==> config.mk <==
export PLATFORM = sky130hd
export DESIGN_NAME = remote_control_frame_decoder_flat
export DESIGN_NICKNAME = d
export VERILOG_FILES = /design/src/hw/rtl/rcfd_pkg.sv /design/src/hw/rtl/rcfd_if.sv /design/src/hw/rtl/rcfd_cfg_regs.sv /design/src/hw/rtl/rcfd_state.sv /design/src/hw/rtl/remote_control_frame_decoder.sv /design/src/flat_wrapper.sv
export SDC_FILE = /design/constraint.sdc
export NUM_CORES = 1
export LEC_CHECK = 0
export BUFFER_PORTS_ARGS = -buffer_cell sky130_fd_sc_hd__buf_4
export CAP_MARGIN = 25
export CORE_MARGIN = 8
export CORE_UTILIZATION = 59
export CTS_CLUSTER_SIZE = 30
export DETAILED_ROUTE_END_ITERATION = 10
export PLACE_DENSITY = 0.8
export SLEW_MARGIN = 0
export SYNTH_ARGS = -nofsm -noshare
export SYNTH_HDL_FRONTEND = slang
export SYNTH_SLANG_ARGS = --single-unit
==> constraint.sdc <==
create_clock -name clk_i -period 4 [get_ports clk_i]
set_clock_uncertainty 0.15 [all_clocks]
set_input_delay 0.2 -clock clk_i [delete_from_list [all_inputs] [get_ports clk_i]]
set_output_delay 0.2 -clock clk_i [all_outputs]
set_load 0.01 [all_outputs]
==> src/hw/rtl/rcfd_pkg.sv <==
// rcfd_pkg: types, register indexes, codes and reset values for the
// remote-control frame decoder. No dependencies; used by every rtl file but rcfd_if.sv.
package rcfd_pkg;

  localparam int unsigned CfgIdxW  = 3;
  localparam int unsigned CfgDataW = 8;

  // configuration register indexes
  localparam logic [CfgIdxW-1:0] RegSyncValue    = 3'd0;
  localparam logic [CfgIdxW-1:0] RegBlinkTicks   = 3'd1;
  localparam logic [CfgIdxW-1:0] RegServoBase    = 3'd2;
  localparam logic [CfgIdxW-1:0] RegServoLeftPos = 3'd3;
  localparam logic [CfgIdxW-1:0] RegServoRightPos = 3'd4;

  // request opcodes
  localparam logic OpByte = 1'b0;
  localparam logic OpTick = 1'b1;

  // reset values
  localparam logic [7:0] SyncValueRst     = 8'hF0;
  localparam logic [3:0] BlinkTicksRst    = 4'd10;
  localparam logic [7:0] ServoBaseRst     = 8'd14;
  localparam logic [7:0] ServoLeftPosRst  = 8'd0;
  localparam logic [7:0] ServoRightPosRst = 8'd18;
  localparam logic [6:0] DriveDutyRst     = 7'd64;
  localparam logic [7:0] ServoPosRst      = 8'd9;

  typedef enum logic [1:0] {
    FRAME_IDLE  = 2'd0,
    FRAME_DRIVE = 2'd1,
    FRAME_SERVO = 2'd2,
    FRAME_LAMP  = 2'd3
  } frame_pos_e;

  typedef enum logic [1:0] {
    DIR_STOP = 2'd0,
    DIR_FWD  = 2'd1,
    DIR_REV  = 2'd2
  } dir_e;

  typedef enum logic [1:0] {
    TURN_NONE  = 2'd0,
    TURN_LEFT  = 2'd1,
    TURN_RIGHT = 2'd2
  } turn_e;

  typedef struct packed {
    logic       opcode;
    logic [7:0] rx_byte;
    logic       rx_error;
  } item_t;

  typedef struct packed {
    logic [7:0] sync_value;
    logic [3:0] blink_ticks;
    logic [7:0] servo_base;
    logic [7:0] servo_left_pos;
    logic [7:0] servo_right_pos;
  } cfg_t;

  typedef struct packed {
    logic [1:0] direction;
    logic [6:0] duty_forward;
    logic [6:0] duty_reverse;
    logic       reverse_pin;
    logic [7:0] servo_compare;
    logic [5:0] lamp_bits;
    logic       brake_light;
    logic       left_lamp;
    logic       right_lamp;
  } res_t;

endpackage

==> src/hw/rtl/rcfd_if.sv <==
// rcfd_in_if / rcfd_out_if: valid-ready channels for requests and results.
// Depends on nothing but plain logic types.
interface rcfd_in_if;
  logic       valid;
  logic       ready;
  logic       opcode;
  logic [7:0] rx_byte;
  logic       rx_error;

  modport source (output valid, opcode, rx_byte, rx_error, input ready);
  modport sink   (input valid, opcode, rx_byte, rx_error, output ready);
endinterface

interface rcfd_out_if;
  logic       valid;
  logic       ready;
  logic [1:0] direction;
  logic [6:0] duty_forward;
  logic [6:0] duty_reverse;
  logic       reverse_pin;
  logic [7:0] servo_compare;
  logic [5:0] lamp_bits;
  logic       brake_light;
  logic       left_lamp;
  logic       right_lamp;

  modport source (output valid, direction, duty_forward, duty_reverse, reverse_pin,
                  servo_compare, lamp_bits, brake_light, left_lamp, right_lamp,
                  input ready);
  modport sink   (input valid, direction, duty_forward, duty_reverse, reverse_pin,
                  servo_compare, lamp_bits, brake_light, left_lamp, right_lamp,
                  output ready);
endinterface

==> src/hw/rtl/rcfd_cfg_regs.sv <==
// rcfd_cfg_regs: configuration register file with a plain write port.
// Depends on rcfd_pkg.
module rcfd_cfg_regs (
  input  logic                          clk_i,
  input  logic                          rst_ni,
  input  logic                          cfg_we_i,
  input  logic [rcfd_pkg::CfgIdxW-1:0]  cfg_idx_i,
  input  logic [rcfd_pkg::CfgDataW-1:0] cfg_data_i,
  output rcfd_pkg::cfg_t                cfg_o
);

  rcfd_pkg::cfg_t cfg_q, cfg_d;

  always_comb begin
    cfg_d = cfg_q;
    if (cfg_we_i) begin
      case (cfg_idx_i)
        rcfd_pkg::RegSyncValue:     cfg_d.sync_value      = cfg_data_i;
        rcfd_pkg::RegBlinkTicks:    cfg_d.blink_ticks     = cfg_data_i[3:0];
        rcfd_pkg::RegServoBase:     cfg_d.servo_base      = cfg_data_i;
        rcfd_pkg::RegServoLeftPos:  cfg_d.servo_left_pos  = cfg_data_i;
        rcfd_pkg::RegServoRightPos: cfg_d.servo_right_pos = cfg_data_i;
        default:                    cfg_d = cfg_q;
      endcase
    end
  end

  always_ff @(posedge clk_i or negedge rst_ni) begin
    if (!rst_ni) begin
      cfg_q.sync_value      <= rcfd_pkg::SyncValueRst;
      cfg_q.blink_ticks     <= rcfd_pkg::BlinkTicksRst;
      cfg_q.servo_base      <= rcfd_pkg::ServoBaseRst;
      cfg_q.servo_left_pos  <= rcfd_pkg::ServoLeftPosRst;
      cfg_q.servo_right_pos <= rcfd_pkg::ServoRightPosRst;
    end else begin
      cfg_q <= cfg_d;
    end
  end

  assign cfg_o = cfg_q;

endmodule

==> src/hw/rtl/rcfd_state.sv <==
// rcfd_state: decoder state registers and the single-pass update that turns
// one registered request into the next state and its result. Depends on rcfd_pkg.
module rcfd_state (
  input  logic           clk_i,
  input  logic           rst_ni,
  input  logic           step_i,
  input  rcfd_pkg::item_t item_i,
  input  rcfd_pkg::cfg_t  cfg_i,
  output rcfd_pkg::res_t  res_o
);

  rcfd_pkg::frame_pos_e frame_q, frame_d;
  rcfd_pkg::dir_e       dir_q, dir_d;
  rcfd_pkg::turn_e      turn_q, turn_d;
  logic [6:0]           duty_q, duty_d;
  logic [7:0]           servo_q, servo_d;
  logic [5:0]           lamp_q, lamp_d;
  logic                 brake_q, brake_d;
  logic [3:0]           tick_q, tick_d;
  logic                 left_q, left_d;
  logic                 right_q, right_d;

  logic [3:0] tick_inc;
  logic       blink_evt;
  logic       is_sync;
  logic       hit_left;
  logic       hit_right;

  assign tick_inc  = tick_q + 4'd1;
  assign blink_evt = (tick_inc == cfg_i.blink_ticks);
  assign is_sync   = (item_i.rx_byte == cfg_i.sync_value);

  // next state
  always_comb begin
    frame_d = frame_q;
    dir_d   = dir_q;
    turn_d  = turn_q;
    duty_d  = duty_q;
    servo_d = servo_q;
    lamp_d  = lamp_q;
    brake_d = brake_q;
    tick_d  = tick_q;
    left_d  = left_q;
    right_d = right_q;

    if (item_i.opcode == rcfd_pkg::OpTick) begin
      tick_d = tick_inc;
      if (blink_evt) begin
        tick_d  = 4'd0;
        brake_d = 1'b0;
        if (turn_q == rcfd_pkg::TURN_LEFT) begin
          left_d = ~left_q;
        end else if (turn_q != rcfd_pkg::TURN_NONE) begin
          right_d = ~right_q;
        end
      end
    end else if (!item_i.rx_error) begin
      if (frame_q == rcfd_pkg::FRAME_IDLE) begin
        if (is_sync) begin
          frame_d = rcfd_pkg::FRAME_DRIVE;
        end
      end else if (is_sync) begin
        // sync mid-frame drops the frame without starting a new one
        frame_d = rcfd_pkg::FRAME_IDLE;
      end else begin
        case (frame_q)
          rcfd_pkg::FRAME_DRIVE: begin
            if (item_i.rx_byte[6]) begin
              dir_d = rcfd_pkg::DIR_REV;
            end else if (item_i.rx_byte[7]) begin
              dir_d = rcfd_pkg::DIR_FWD;
            end else begin
              dir_d = rcfd_pkg::DIR_STOP;
            end
            if (duty_q > {1'b0, item_i.rx_byte[5:0]}) begin
              brake_d = 1'b1;
            end
            duty_d  = {1'b0, item_i.rx_byte[5:0]};
            frame_d = rcfd_pkg::FRAME_SERVO;
          end
          rcfd_pkg::FRAME_SERVO: begin
            servo_d = item_i.rx_byte;
            frame_d = rcfd_pkg::FRAME_LAMP;
          end
          default: begin
            lamp_d  = item_i.rx_byte[5:0];
            frame_d = rcfd_pkg::FRAME_IDLE;
          end
        endcase
      end
    end

    // turn signal arming uses the position after this request
    hit_left  = (servo_d == cfg_i.servo_left_pos);
    hit_right = (servo_d == cfg_i.servo_right_pos);
    if (hit_left || hit_right) begin
      if (turn_q == rcfd_pkg::TURN_NONE) begin
        turn_d = hit_left ? rcfd_pkg::TURN_LEFT : rcfd_pkg::TURN_RIGHT;
      end
    end else if (turn_q != rcfd_pkg::TURN_NONE) begin
      turn_d  = rcfd_pkg::TURN_NONE;
      left_d  = 1'b0;
      right_d = 1'b0;
    end
  end

  // result from the updated state
  always_comb begin
    res_o.direction     = dir_d;
    res_o.duty_forward  = (dir_d == rcfd_pkg::DIR_FWD) ? duty_d : 7'd0;
    res_o.duty_reverse  = (dir_d == rcfd_pkg::DIR_REV) ? duty_d : 7'd0;
    res_o.reverse_pin   = (dir_d == rcfd_pkg::DIR_REV);
    res_o.servo_compare = cfg_i.servo_base + servo_d;
    res_o.lamp_bits     = lamp_d;
    res_o.brake_light   = (dir_d != rcfd_pkg::DIR_STOP) && brake_d;
    res_o.left_lamp     = left_d;
    res_o.right_lamp    = right_d;
  end

  always_ff @(posedge clk_i or negedge rst_ni) begin
    if (!rst_ni) begin
      frame_q <= rcfd_pkg::FRAME_IDLE;
      dir_q   <= rcfd_pkg::DIR_STOP;
      turn_q  <= rcfd_pkg::TURN_NONE;
      duty_q  <= rcfd_pkg::DriveDutyRst;
      servo_q <= rcfd_pkg::ServoPosRst;
      lamp_q  <= 6'd0;
      brake_q <= 1'b0;
      tick_q  <= 4'd0;
      left_q  <= 1'b0;
      right_q <= 1'b0;
    end else if (step_i) begin
      frame_q <= frame_d;
      dir_q   <= dir_d;
      turn_q  <= turn_d;
      duty_q  <= duty_d;
      servo_q <= servo_d;
      lamp_q  <= lamp_d;
      brake_q <= brake_d;
      tick_q  <= tick_d;
      left_q  <= left_d;
      right_q <= right_d;
    end
  end

`ifndef SYNTHESIS
  // only the armed side can ever blink
  a_levels_exclusive: assert property (@(posedge clk_i) disable iff (!rst_ni)
    !(left_q && right_q))
    else $error("both turn lamps lit");

  a_unarmed_dark: assert property (@(posedge clk_i) disable iff (!rst_ni)
    (turn_q == rcfd_pkg::TURN_NONE) |-> (!left_q && !right_q))
    else $error("turn lamp lit while unarmed");

  a_blink_clears_brake: assert property (@(posedge clk_i) disable iff (!rst_ni)
    (step_i && (item_i.opcode == rcfd_pkg::OpTick) && blink_evt)
      |=> (!brake_q && (tick_q == 4'd0)))
    else $error("blink tick did not clear brake and counter");

  a_error_byte_dropped: assert property (@(posedge clk_i) disable iff (!rst_ni)
    (step_i && (item_i.opcode == rcfd_pkg::OpByte) && item_i.rx_error)
      |=> ($stable(frame_q) && $stable(duty_q) && $stable(servo_q) && $stable(lamp_q)))
    else $error("errored byte changed frame state");
`endif

endmodule

==> src/hw/rtl/remote_control_frame_decoder.sv <==
// A request is taken into the request register, goes through the state update and
// is written to the result register. Throughput: one request per cycle while the
// sink takes results, set by the single state update between the two registers.
// A stalled sink holds the result, then the pending request, then the input.
// Reset (rst_ni, asynchronous, active low) empties both registers, loads the
// configuration defaults and returns the decoder state to its start values.
module remote_control_frame_decoder (
  input  logic                          clk_i,
  input  logic                          rst_ni,
  input  logic                          cfg_we_i,
  input  logic [rcfd_pkg::CfgIdxW-1:0]  cfg_idx_i,
  input  logic [rcfd_pkg::CfgDataW-1:0] cfg_data_i,
  rcfd_in_if.sink                       in_i,
  rcfd_out_if.source                    out_o
);

  rcfd_pkg::cfg_t  cfg;
  rcfd_pkg::item_t item_q;
  rcfd_pkg::res_t  res_d, res_q;
  logic            req_valid_q, req_valid_d;
  logic            out_valid_q, out_valid_d;
  logic            step;
  logic            in_acc;

  rcfd_cfg_regs u_cfg (
    .clk_i      (clk_i),
    .rst_ni     (rst_ni),
    .cfg_we_i   (cfg_we_i),
    .cfg_idx_i  (cfg_idx_i),
    .cfg_data_i (cfg_data_i),
    .cfg_o      (cfg)
  );

  rcfd_state u_state (
    .clk_i  (clk_i),
    .rst_ni (rst_ni),
    .step_i (step),
    .item_i (item_q),
    .cfg_i  (cfg),
    .res_o  (res_d)
  );

  // a registered request moves on when the result register is free or draining
  assign step        = req_valid_q && (!out_valid_q || out_o.ready);
  assign in_i.ready  = !req_valid_q || step;
  assign in_acc      = in_i.valid && in_i.ready;
  assign req_valid_d = in_acc || (req_valid_q && !step);
  assign out_valid_d = step || (out_valid_q && !out_o.ready);

  always_ff @(posedge clk_i or negedge rst_ni) begin
    if (!rst_ni) begin
      req_valid_q <= 1'b0;
      out_valid_q <= 1'b0;
    end else begin
      req_valid_q <= req_valid_d;
      out_valid_q <= out_valid_d;
    end
  end

  always_ff @(posedge clk_i) begin
    if (in_acc) begin
      item_q.opcode   <= in_i.opcode;
      item_q.rx_byte  <= in_i.rx_byte;
      item_q.rx_error <= in_i.rx_error;
    end
    if (step) begin
      res_q <= res_d;
    end
  end

  assign out_o.valid         = out_valid_q;
  assign out_o.direction     = res_q.direction;
  assign out_o.duty_forward  = res_q.duty_forward;
  assign out_o.duty_reverse  = res_q.duty_reverse;
  assign out_o.reverse_pin   = res_q.reverse_pin;
  assign out_o.servo_compare = res_q.servo_compare;
  assign out_o.lamp_bits     = res_q.lamp_bits;
  assign out_o.brake_light   = res_q.brake_light;
  assign out_o.left_lamp     = res_q.left_lamp;
  assign out_o.right_lamp    = res_q.right_lamp;

endmodule
==> src/flat_wrapper.sv <==
// flat-port wrapper written by rule: the top's interface ports become plain ports
module remote_control_frame_decoder_flat 
  (clk_i, rst_ni, cfg_we_i, cfg_idx_i, cfg_data_i, in_i_valid, in_i_opcode, in_i_rx_byte, in_i_rx_error, in_i_ready, out_o_valid, out_o_direction, out_o_duty_forward, out_o_duty_reverse, out_o_reverse_pin, out_o_servo_compare, out_o_lamp_bits, out_o_brake_light, out_o_left_lamp, out_o_right_lamp, out_o_ready);
  rcfd_in_if in_i_i ();
  rcfd_out_if out_o_i ();
  input  logic clk_i;
  input  logic rst_ni;
  input  logic cfg_we_i;
  input  logic [rcfd_pkg::CfgIdxW-1:0] cfg_idx_i;
  input  logic [rcfd_pkg::CfgDataW-1:0] cfg_data_i;
  input wire logic [$bits(in_i_i.valid)-1:0] in_i_valid;
  input wire logic [$bits(in_i_i.opcode)-1:0] in_i_opcode;
  input wire logic [$bits(in_i_i.rx_byte)-1:0] in_i_rx_byte;
  input wire logic [$bits(in_i_i.rx_error)-1:0] in_i_rx_error;
  output wire logic [$bits(in_i_i.ready)-1:0] in_i_ready;
  output wire logic [$bits(out_o_i.valid)-1:0] out_o_valid;
  output wire logic [$bits(out_o_i.direction)-1:0] out_o_direction;
  output wire logic [$bits(out_o_i.duty_forward)-1:0] out_o_duty_forward;
  output wire logic [$bits(out_o_i.duty_reverse)-1:0] out_o_duty_reverse;
  output wire logic [$bits(out_o_i.reverse_pin)-1:0] out_o_reverse_pin;
  output wire logic [$bits(out_o_i.servo_compare)-1:0] out_o_servo_compare;
  output wire logic [$bits(out_o_i.lamp_bits)-1:0] out_o_lamp_bits;
  output wire logic [$bits(out_o_i.brake_light)-1:0] out_o_brake_light;
  output wire logic [$bits(out_o_i.left_lamp)-1:0] out_o_left_lamp;
  output wire logic [$bits(out_o_i.right_lamp)-1:0] out_o_right_lamp;
  input wire logic [$bits(out_o_i.ready)-1:0] out_o_ready;
  assign in_i_i.valid = in_i_valid;
  assign in_i_i.opcode = in_i_opcode;
  assign in_i_i.rx_byte = in_i_rx_byte;
  assign in_i_i.rx_error = in_i_rx_error;
  assign in_i_ready = in_i_i.ready;
  assign out_o_valid = out_o_i.valid;
  assign out_o_direction = out_o_i.direction;
  assign out_o_duty_forward = out_o_i.duty_forward;
  assign out_o_duty_reverse = out_o_i.duty_reverse;
  assign out_o_reverse_pin = out_o_i.reverse_pin;
  assign out_o_servo_compare = out_o_i.servo_compare;
  assign out_o_lamp_bits = out_o_i.lamp_bits;
  assign out_o_brake_light = out_o_i.brake_light;
  assign out_o_left_lamp = out_o_i.left_lamp;
  assign out_o_right_lamp = out_o_i.right_lamp;
  assign out_o_i.ready = out_o_ready;
  remote_control_frame_decoder u_core (.clk_i(clk_i), .rst_ni(rst_ni), .cfg_we_i(cfg_we_i), .cfg_idx_i(cfg_idx_i), .cfg_data_i(cfg_data_i), .in_i(in_i_i), .out_o(out_o_i));
endmodule
# ---- Word level (Yosys, flattened, before mapping)
# Index checks and enable logic that the tools add are counted.
dict set report totals {
  register_bits 116
  inputBits 26
  out_inout_bits 36
  elab_cells 129
}
dict set report classes {
  add_sub_neg 2
  magnitude_cmp 1
  eq_ne 15
  muxes 49
  n_bitwise 4
  n_reduce_logical 29
}
# op count
set ops {}
lappend ops {{2-to-1 mux 8 bit} 5}
lappend ops {{2-to-1 mux 7 bit} 5}
lappend ops {{2-to-1 mux 6 bit} 5}
lappend ops {{2-to-1 mux 2 bit} 13}
lappend ops {{equality test 8 bit} 3}
lappend ops {{2-to-1 mux 1 bit} 19}
lappend ops {{AND reduction 2 bit} 6}
lappend ops {{adder 8 bit} 1}
lappend ops {{greater-than comparator 7 x 6 -> 1 bit} 1}
lappend ops {{equality test 2 x 1 -> 1 bit, second input constant} 3}
lappend ops {{equality test 3 x 2 -> 1 bit, second input constant} 2}
lappend ops {{nonzero test 2 bit} 3}
lappend ops {{logical AND 1 bit} 5}
lappend ops {{logical OR 1 bit} 5}
lappend ops {{adder 4 x 1 -> 4 bit, second input constant} 1}
lappend ops {{equality test 2 bit, second input constant} 2}
lappend ops {{equality test 4 bit} 1}
lappend ops {{logical NOT 1 bit} 4}
lappend ops {{logical NOT 2 bit} 2}
lappend ops {{2-to-1 mux 4 bit} 1}
lappend ops {{NOT 1 bit} 4}
lappend ops {{one-hot mux 2 bit (2 select lines)} 1}
lappend ops {{AND reduction 4 bit} 1}
lappend ops {{equality test 3 x 1 -> 1 bit, second input constant} 1}
lappend ops {{other kinds (6)} 6}

# ---- Logic depth before layout (Yosys ltp)
dict set report depth {
  ltp_word 10
  depth_mapped 16
}

# ---- Hierarchy
# From an unflattened synthesis, not the netlist that was laid out.
dict set report hier_totals {
  cells_unflattened 462
  area_unflattened_um2 5701.7
}
# module n_inst cells_per_inst area_each_um2
set by_module_without_submodules {}
lappend by_module_without_submodules {rcfd_state 1 331 2881.5}
lappend by_module_without_submodules {remote_control_frame_decoder 1 52 1425.1}
lappend by_module_without_submodules {rcfd_cfg_regs 1 79 1395.1}

# ---- Worst setup path before layout
# Ideal clock, no wire load.
dict set report synth_path {
  path_type {flip-flop to flip-flop}
  startpoint {register u_core.item_q[1] (netlist name)}
  endpoint {register u_core.res_q, in the netlist u_core.out_o.servo_compare[7], data pin}
  setup_ns 0.261
  t_arrival_ns 2.878
  required_time_ns 3.589
  setup_slack_ns 0.711
  path_stages_with_launch 14
  n_path_buf 2
  synth_period_minus_slack_ns 3.289
  path_cell_list {edfxtp_1 -> buf_6 -> xor2_1 -> nor4_2 -> a21o_2 -> buf_4 -> mux2_1 -> ha_1 -> a21oi_1 -> nand2_1 -> a21o_1 -> a21oi_1 -> o21ai_0 -> xnor2_1}
}
# element line
set synth_rtl {}
lappend synth_rtl {{from (decl)} remote_control_frame_decoder.sv:18} ;# rcfd_pkg::item_t item_q;
lappend synth_rtl {{to (signal assigned)} remote_control_frame_decoder.sv:67} ;# res_q <= res_d;
lappend synth_rtl {{to (decl)} remote_control_frame_decoder.sv:19} ;# rcfd_pkg::res_t res_d, res_q;

==> qor.yml <==
run_status:
  run_status: "finished clean"
place:
  post_dp_hpwl_mm: 8.68
  port_buffers: 61
  gpl.final_weighted_congestion: 0.841
  dp_cells: 652
sta:
  worst_slew_margin_rel_pct: 38.9
  finalSetupViolCount: 0
  post-route-min-period_ns: 3.63
  tns_ns: 0
  period_share_pct: 90.7
  clock.fmax_ghz: 0.276
  final_hold_viol_count: 0
  worst-slew-pin-transition_ns: 0.916
  rsz0062_at_grt: "false"
  final-max-slew-violation-count: 0
routing:
  detailedRoute.firstPassIterationCount: 5
  finalWirelength_mm: 12.9
  postRouteAntennaNets: 0
  route.vias.total: 3932
  drtIter0Drc: 302
  drt_drc_violations_left: 0
  post_drt_wl_per_cell_um: 18.2
  viasPerCell: 5.56
die:
  die-area_um2: 13200
  row_count: 36
  initial_core_util_pct: 59.9
  design.portCount: 62
  core_region_area_um2: 9590
  die-height_um: 115
  floorplan.die.width_um: 115
clock_network:
  cts_buffers: 17
  tritoncts: "built"
  max_h_tree_level: 4
  clock_latency_ns: 0.52
  register_clock_pin_slew_on_the_reported_worst_setup_and_hold_paths_ns: 0.06
  post_cts_resized: 0
  clock_tree.root_cell: "sky130_fd_sc_hd__clkbuf_8"
  post_cts.repair.setup_buffers: 0
  cts.path.max_buffers: 2
  cts.sink_count: 116
cells_and_area:
  final_cells: 707
  antenna_cells: 0
  nNetsFinal: 607
  regArea_um2: 3140
  share_of_post_route_cells_with_drive_strength_above_1_pct: 29.8
  n_fill_cell: 616
  multi_input_comb_area_um2: 2420
  flow.area_growth_from_synthesis_pct: 23.1
hold_path:
  hold_path.class: "input port to flip-flop"
  min_path_cells: 3
  worstHoldStart: "cfg_idx_i[0]"
synth:
  syn_avg_cell_area_um2: 12.3
  yosysTopAreaCellShare_pct: 25.3
  syn_area_um2: 5750
  asyncSetResetFlopFracSynth_pct: 62.1
  synth_seq_area_share_pct: 54.7
  synth_top_cells_by_area: "sky130_fd_sc_hd__dfrtp_1 25%, sky130_fd_sc_hd__edfxtp_1 23%, sky130_fd_sc_hd__mux2_2 11%"
  postSynthNetCount: 512
  postSynthRegisterBits: 116
  synth_top_flop_cell: "sky130_fd_sc_hd__dfrtp_1"
  post_synth_num_cell_types: 58
  synth_warnings: 0
  postSynthCellCount: 466
  synth-edff-count: 44
  largest_area_contributor_in_the_synthesized_netlist: "sky130_fd_sc_hd__dfrtp_1"
critical_path:
  cp.required_ns: 4.12
  worst_setup_path_start_kind: "flip-flop"
  ff2ff_path_depth: 11
  regToRegStartpoint: "u_core.item_q[7]"
  r2r_end: "u_core.out_o.servo_compare[7]"
  ff2ff_setup_slack_ns: 0.37
  worstPathMaxFanout: 14
  timing.critical_path.to: "u_core.out_o.servo_compare[7]"
  timing.critical_path.from: "u_core.item_q[7]"
  worst-setup-path-type: "flip-flop to flip-flop"
  critPathCaptureType: "flip-flop"
  worstPathArrival_ns: 3.75
global_route:
  global_route.overflow_total: 0
  maximum_number_of_pins_on_one_net_before_global_route_repair: 73
  global_route.usage.total_pct: 21.0
  grt_first_pass_wirelength_mm: 21.0
  antenna_found_initial: 0
  first_global_vias: 4073
power_and_ir_drop:
  pwr_dens_nw_per_um2: 653
  total_leakage_power_uw: 0.00313
  power_frac_comb_pct: 29.5
  max-vdd-ir-drop_uv: 269
  netSwitchingPower_uw: 1420
  intPower_uw: 3200
  power_frac_clock_pct: 29.6
  share_seq_of_total_power_pct: 40.9
  p_sw_share_pct: 30.7
job:
  max_cap_violations: 0
## registers in the layout (all words and copies together) (netlist names), 2 cells and up
register and count:
u_core.out_o.direction 2, u_core.u_state.frame_q 2, u_core.u_state.dir_q 2, u_core.u_state.lamp_q 6, u_core.u_state.servo_q 8, u_core.u_state.tick_q 4, u_core.u_state.duty_q 7, u_core.u_state.turn_q 2
u_core.out_o.lamp_bits 6, u_core.out_o.duty_reverse 7, u_core.u_cfg.cfg_o 36, u_core.out_o.servo_compare 8, u_core.item_q 10, u_core.out_o.duty_forward 7
## area by class of cell
type / count / share of cell area [%]
Multi-Input combinational cell: 315 / 34.3
Sequential cell: 116 / 44.4
Timing Repair Buffer: 91 / 10.5
Clock inverter: 6 / 1.11
Clock buffer: 26 / 6.33
Tap cell: 133 / 2.35
Inverter: 20 / 1.06
## how the worst min path moves through the flow
stage / endpoint / slack [ns]
after floorplan: u_core.out_o.valid / -0.25
after global routing: u_core.u_cfg.cfg_o[31] / 0.02
after CTS: u_core.u_cfg.cfg_o[33] / 0.008
final: u_core.u_cfg.cfg_o[5] / 0.02
after global placement: u_core.item_q[0] / 0.23
after detailed placement: u_core.item_q[0] / 0.23
## layer usage
metal	track usage (%)	vias up	part of all wire [%]
met4	9.32	0	2.6
met2	35.0	129	51
met5	0	-	0
met1	24.7	1942	41
met3	6.12	30	5.7
li1	-	1831	-
## power groups by stage
stage               combinational [uW]  sequential (uW)  clock [uW]
floorplan                          903             1890           0
global placement                  1270             1880           0
detailed placement                1320             1900           0
CTS                               1370             1880        1380
global route                      1500             1930        1440
finish                            1360             1890        1370
## Yosys cell counts (2+ instances only)
cell                       instances
sky130_fd_sc_hd__mux2_2           55
sky130_fd_sc_hd__xor2_1           24
sky130_fd_sc_hd__nand4_1           7
sky130_fd_sc_hd__nand2_1          47
sky130_fd_sc_hd__buf_4             4
sky130_fd_sc_hd__buf_6             4
sky130_fd_sc_hd__dfrtp_1          58
sky130_fd_sc_hd__nor4_1            3
sky130_fd_sc_hd__clkbuf_1          3
sky130_fd_sc_hd__ha_1             19
sky130_fd_sc_hd__nand3b_1          2
sky130_fd_sc_hd__dfstp_2          14
sky130_fd_sc_hd__o21a_1            2
sky130_fd_sc_hd__o211ai_1          4
sky130_fd_sc_hd__buf_2             3
sky130_fd_sc_hd__nor2b_1           4
sky130_fd_sc_hd__mux2_1            3
sky130_fd_sc_hd__mux2i_1          10
sky130_fd_sc_hd__nor4_2            2
sky130_fd_sc_hd__or3_1             2
sky130_fd_sc_hd__a21o_1            4
sky130_fd_sc_hd__edfxtp_1         44
sky130_fd_sc_hd__a31oi_1           2
sky130_fd_sc_hd__nand2b_1          5
sky130_fd_sc_hd__inv_1            19
sky130_fd_sc_hd__xnor2_1          26
sky130_fd_sc_hd__nor3_1            3
sky130_fd_sc_hd__a21oi_1          11
sky130_fd_sc_hd__and2_1            3
sky130_fd_sc_hd__nor2_1           28
sky130_fd_sc_hd__o21ai_0          16
sky130_fd_sc_hd__nand3_1           9
## cell usage in the layout (no fill, tap or decap), types with 4 or more instances in the layout
master                          instances
sky130_fd_sc_hd__edfxtp_1              44
sky130_fd_sc_hd__dfstp_2               14
sky130_fd_sc_hd__clkbuf_16             16
sky130_fd_sc_hd__o211ai_1               4
sky130_fd_sc_hd__xnor2_1               26
sky130_fd_sc_hd__dfrtp_1               58
sky130_fd_sc_hd__mux2_2                55
sky130_fd_sc_hd__xor2_1                24
sky130_fd_sc_hd__clkbuf_1               9
sky130_fd_sc_hd__nand2_1               47
sky130_fd_sc_hd__nor2_1                28
sky130_fd_sc_hd__ha_1                  19
sky130_fd_sc_hd__a21oi_1               11
sky130_fd_sc_hd__nand2b_1               5
sky130_fd_sc_hd__mux2i_1               10
sky130_fd_sc_hd__dlygate4sd3_1         23
sky130_fd_sc_hd__inv_1                 19
sky130_fd_sc_hd__a21o_1                 4
sky130_fd_sc_hd__nor2b_1                4
sky130_fd_sc_hd__nand4_1                7
sky130_fd_sc_hd__buf_4                 68
sky130_fd_sc_hd__nand3_1                9
sky130_fd_sc_hd__o21ai_0               16
## logic make-up after synthesis
kind of cell             count (synthesis)  share of synthesized area, %
multiplexers                            69                          13.3
adder cells (fa/ha/maj)                 20                          4.49
flip-flops                             116                          54.7
XOR/XNOR                                51                          8.01
AO/OA/AOI/OAI                           51                          5.71
buffers and inverters                   35                          3.16
AND/OR/NAND/NOR                        124                          10.6
## timing repair
action,in CTS,in global routing
endpoints found under the setup margin,0,0
hold endpoints to repair,106,0
hold buffers,23,0
## metrics by stage
step | total power [uW] | hold slack [ns] | worst slack, ns | utilization (%) | instance area, um2
final | 4620 | 0.0153 | 0.372 | 73.7 | 7070
after global routing | 4870 | 0.0222 | 0.198 | 73.7 | 7070
after CTS | 4630 | 0.00790 | 0.379 | 73.7 | 7070
after detailed placement | 3220 | 0.230 | 0.474 | 65.8 | 6320
after global placement | 3150 | 0.228 | 0.585 | 65.8 | 6320
after floorplan | 2790 | -0.246 | 0.711 | - | 5750
## worst max-delay path, stage by stage, from the launching register on
cell,delay (ns)
sky130_fd_sc_hd__edfxtp_1,0.55
sky130_fd_sc_hd__xor2_1,0.22
sky130_fd_sc_hd__nor4_2,0.35
sky130_fd_sc_hd__a21o_2,0.41
sky130_fd_sc_hd__mux2_1,0.41
sky130_fd_sc_hd__ha_1,0.33
sky130_fd_sc_hd__a21oi_1,0.14
sky130_fd_sc_hd__nand2_1,0.10
sky130_fd_sc_hd__a21o_1,0.20
sky130_fd_sc_hd__a21oi_1,0.23
sky130_fd_sc_hd__o21ai_0,0.15
sky130_fd_sc_hd__xnor2_1,0.14
(Power assumes the default switching activity.)
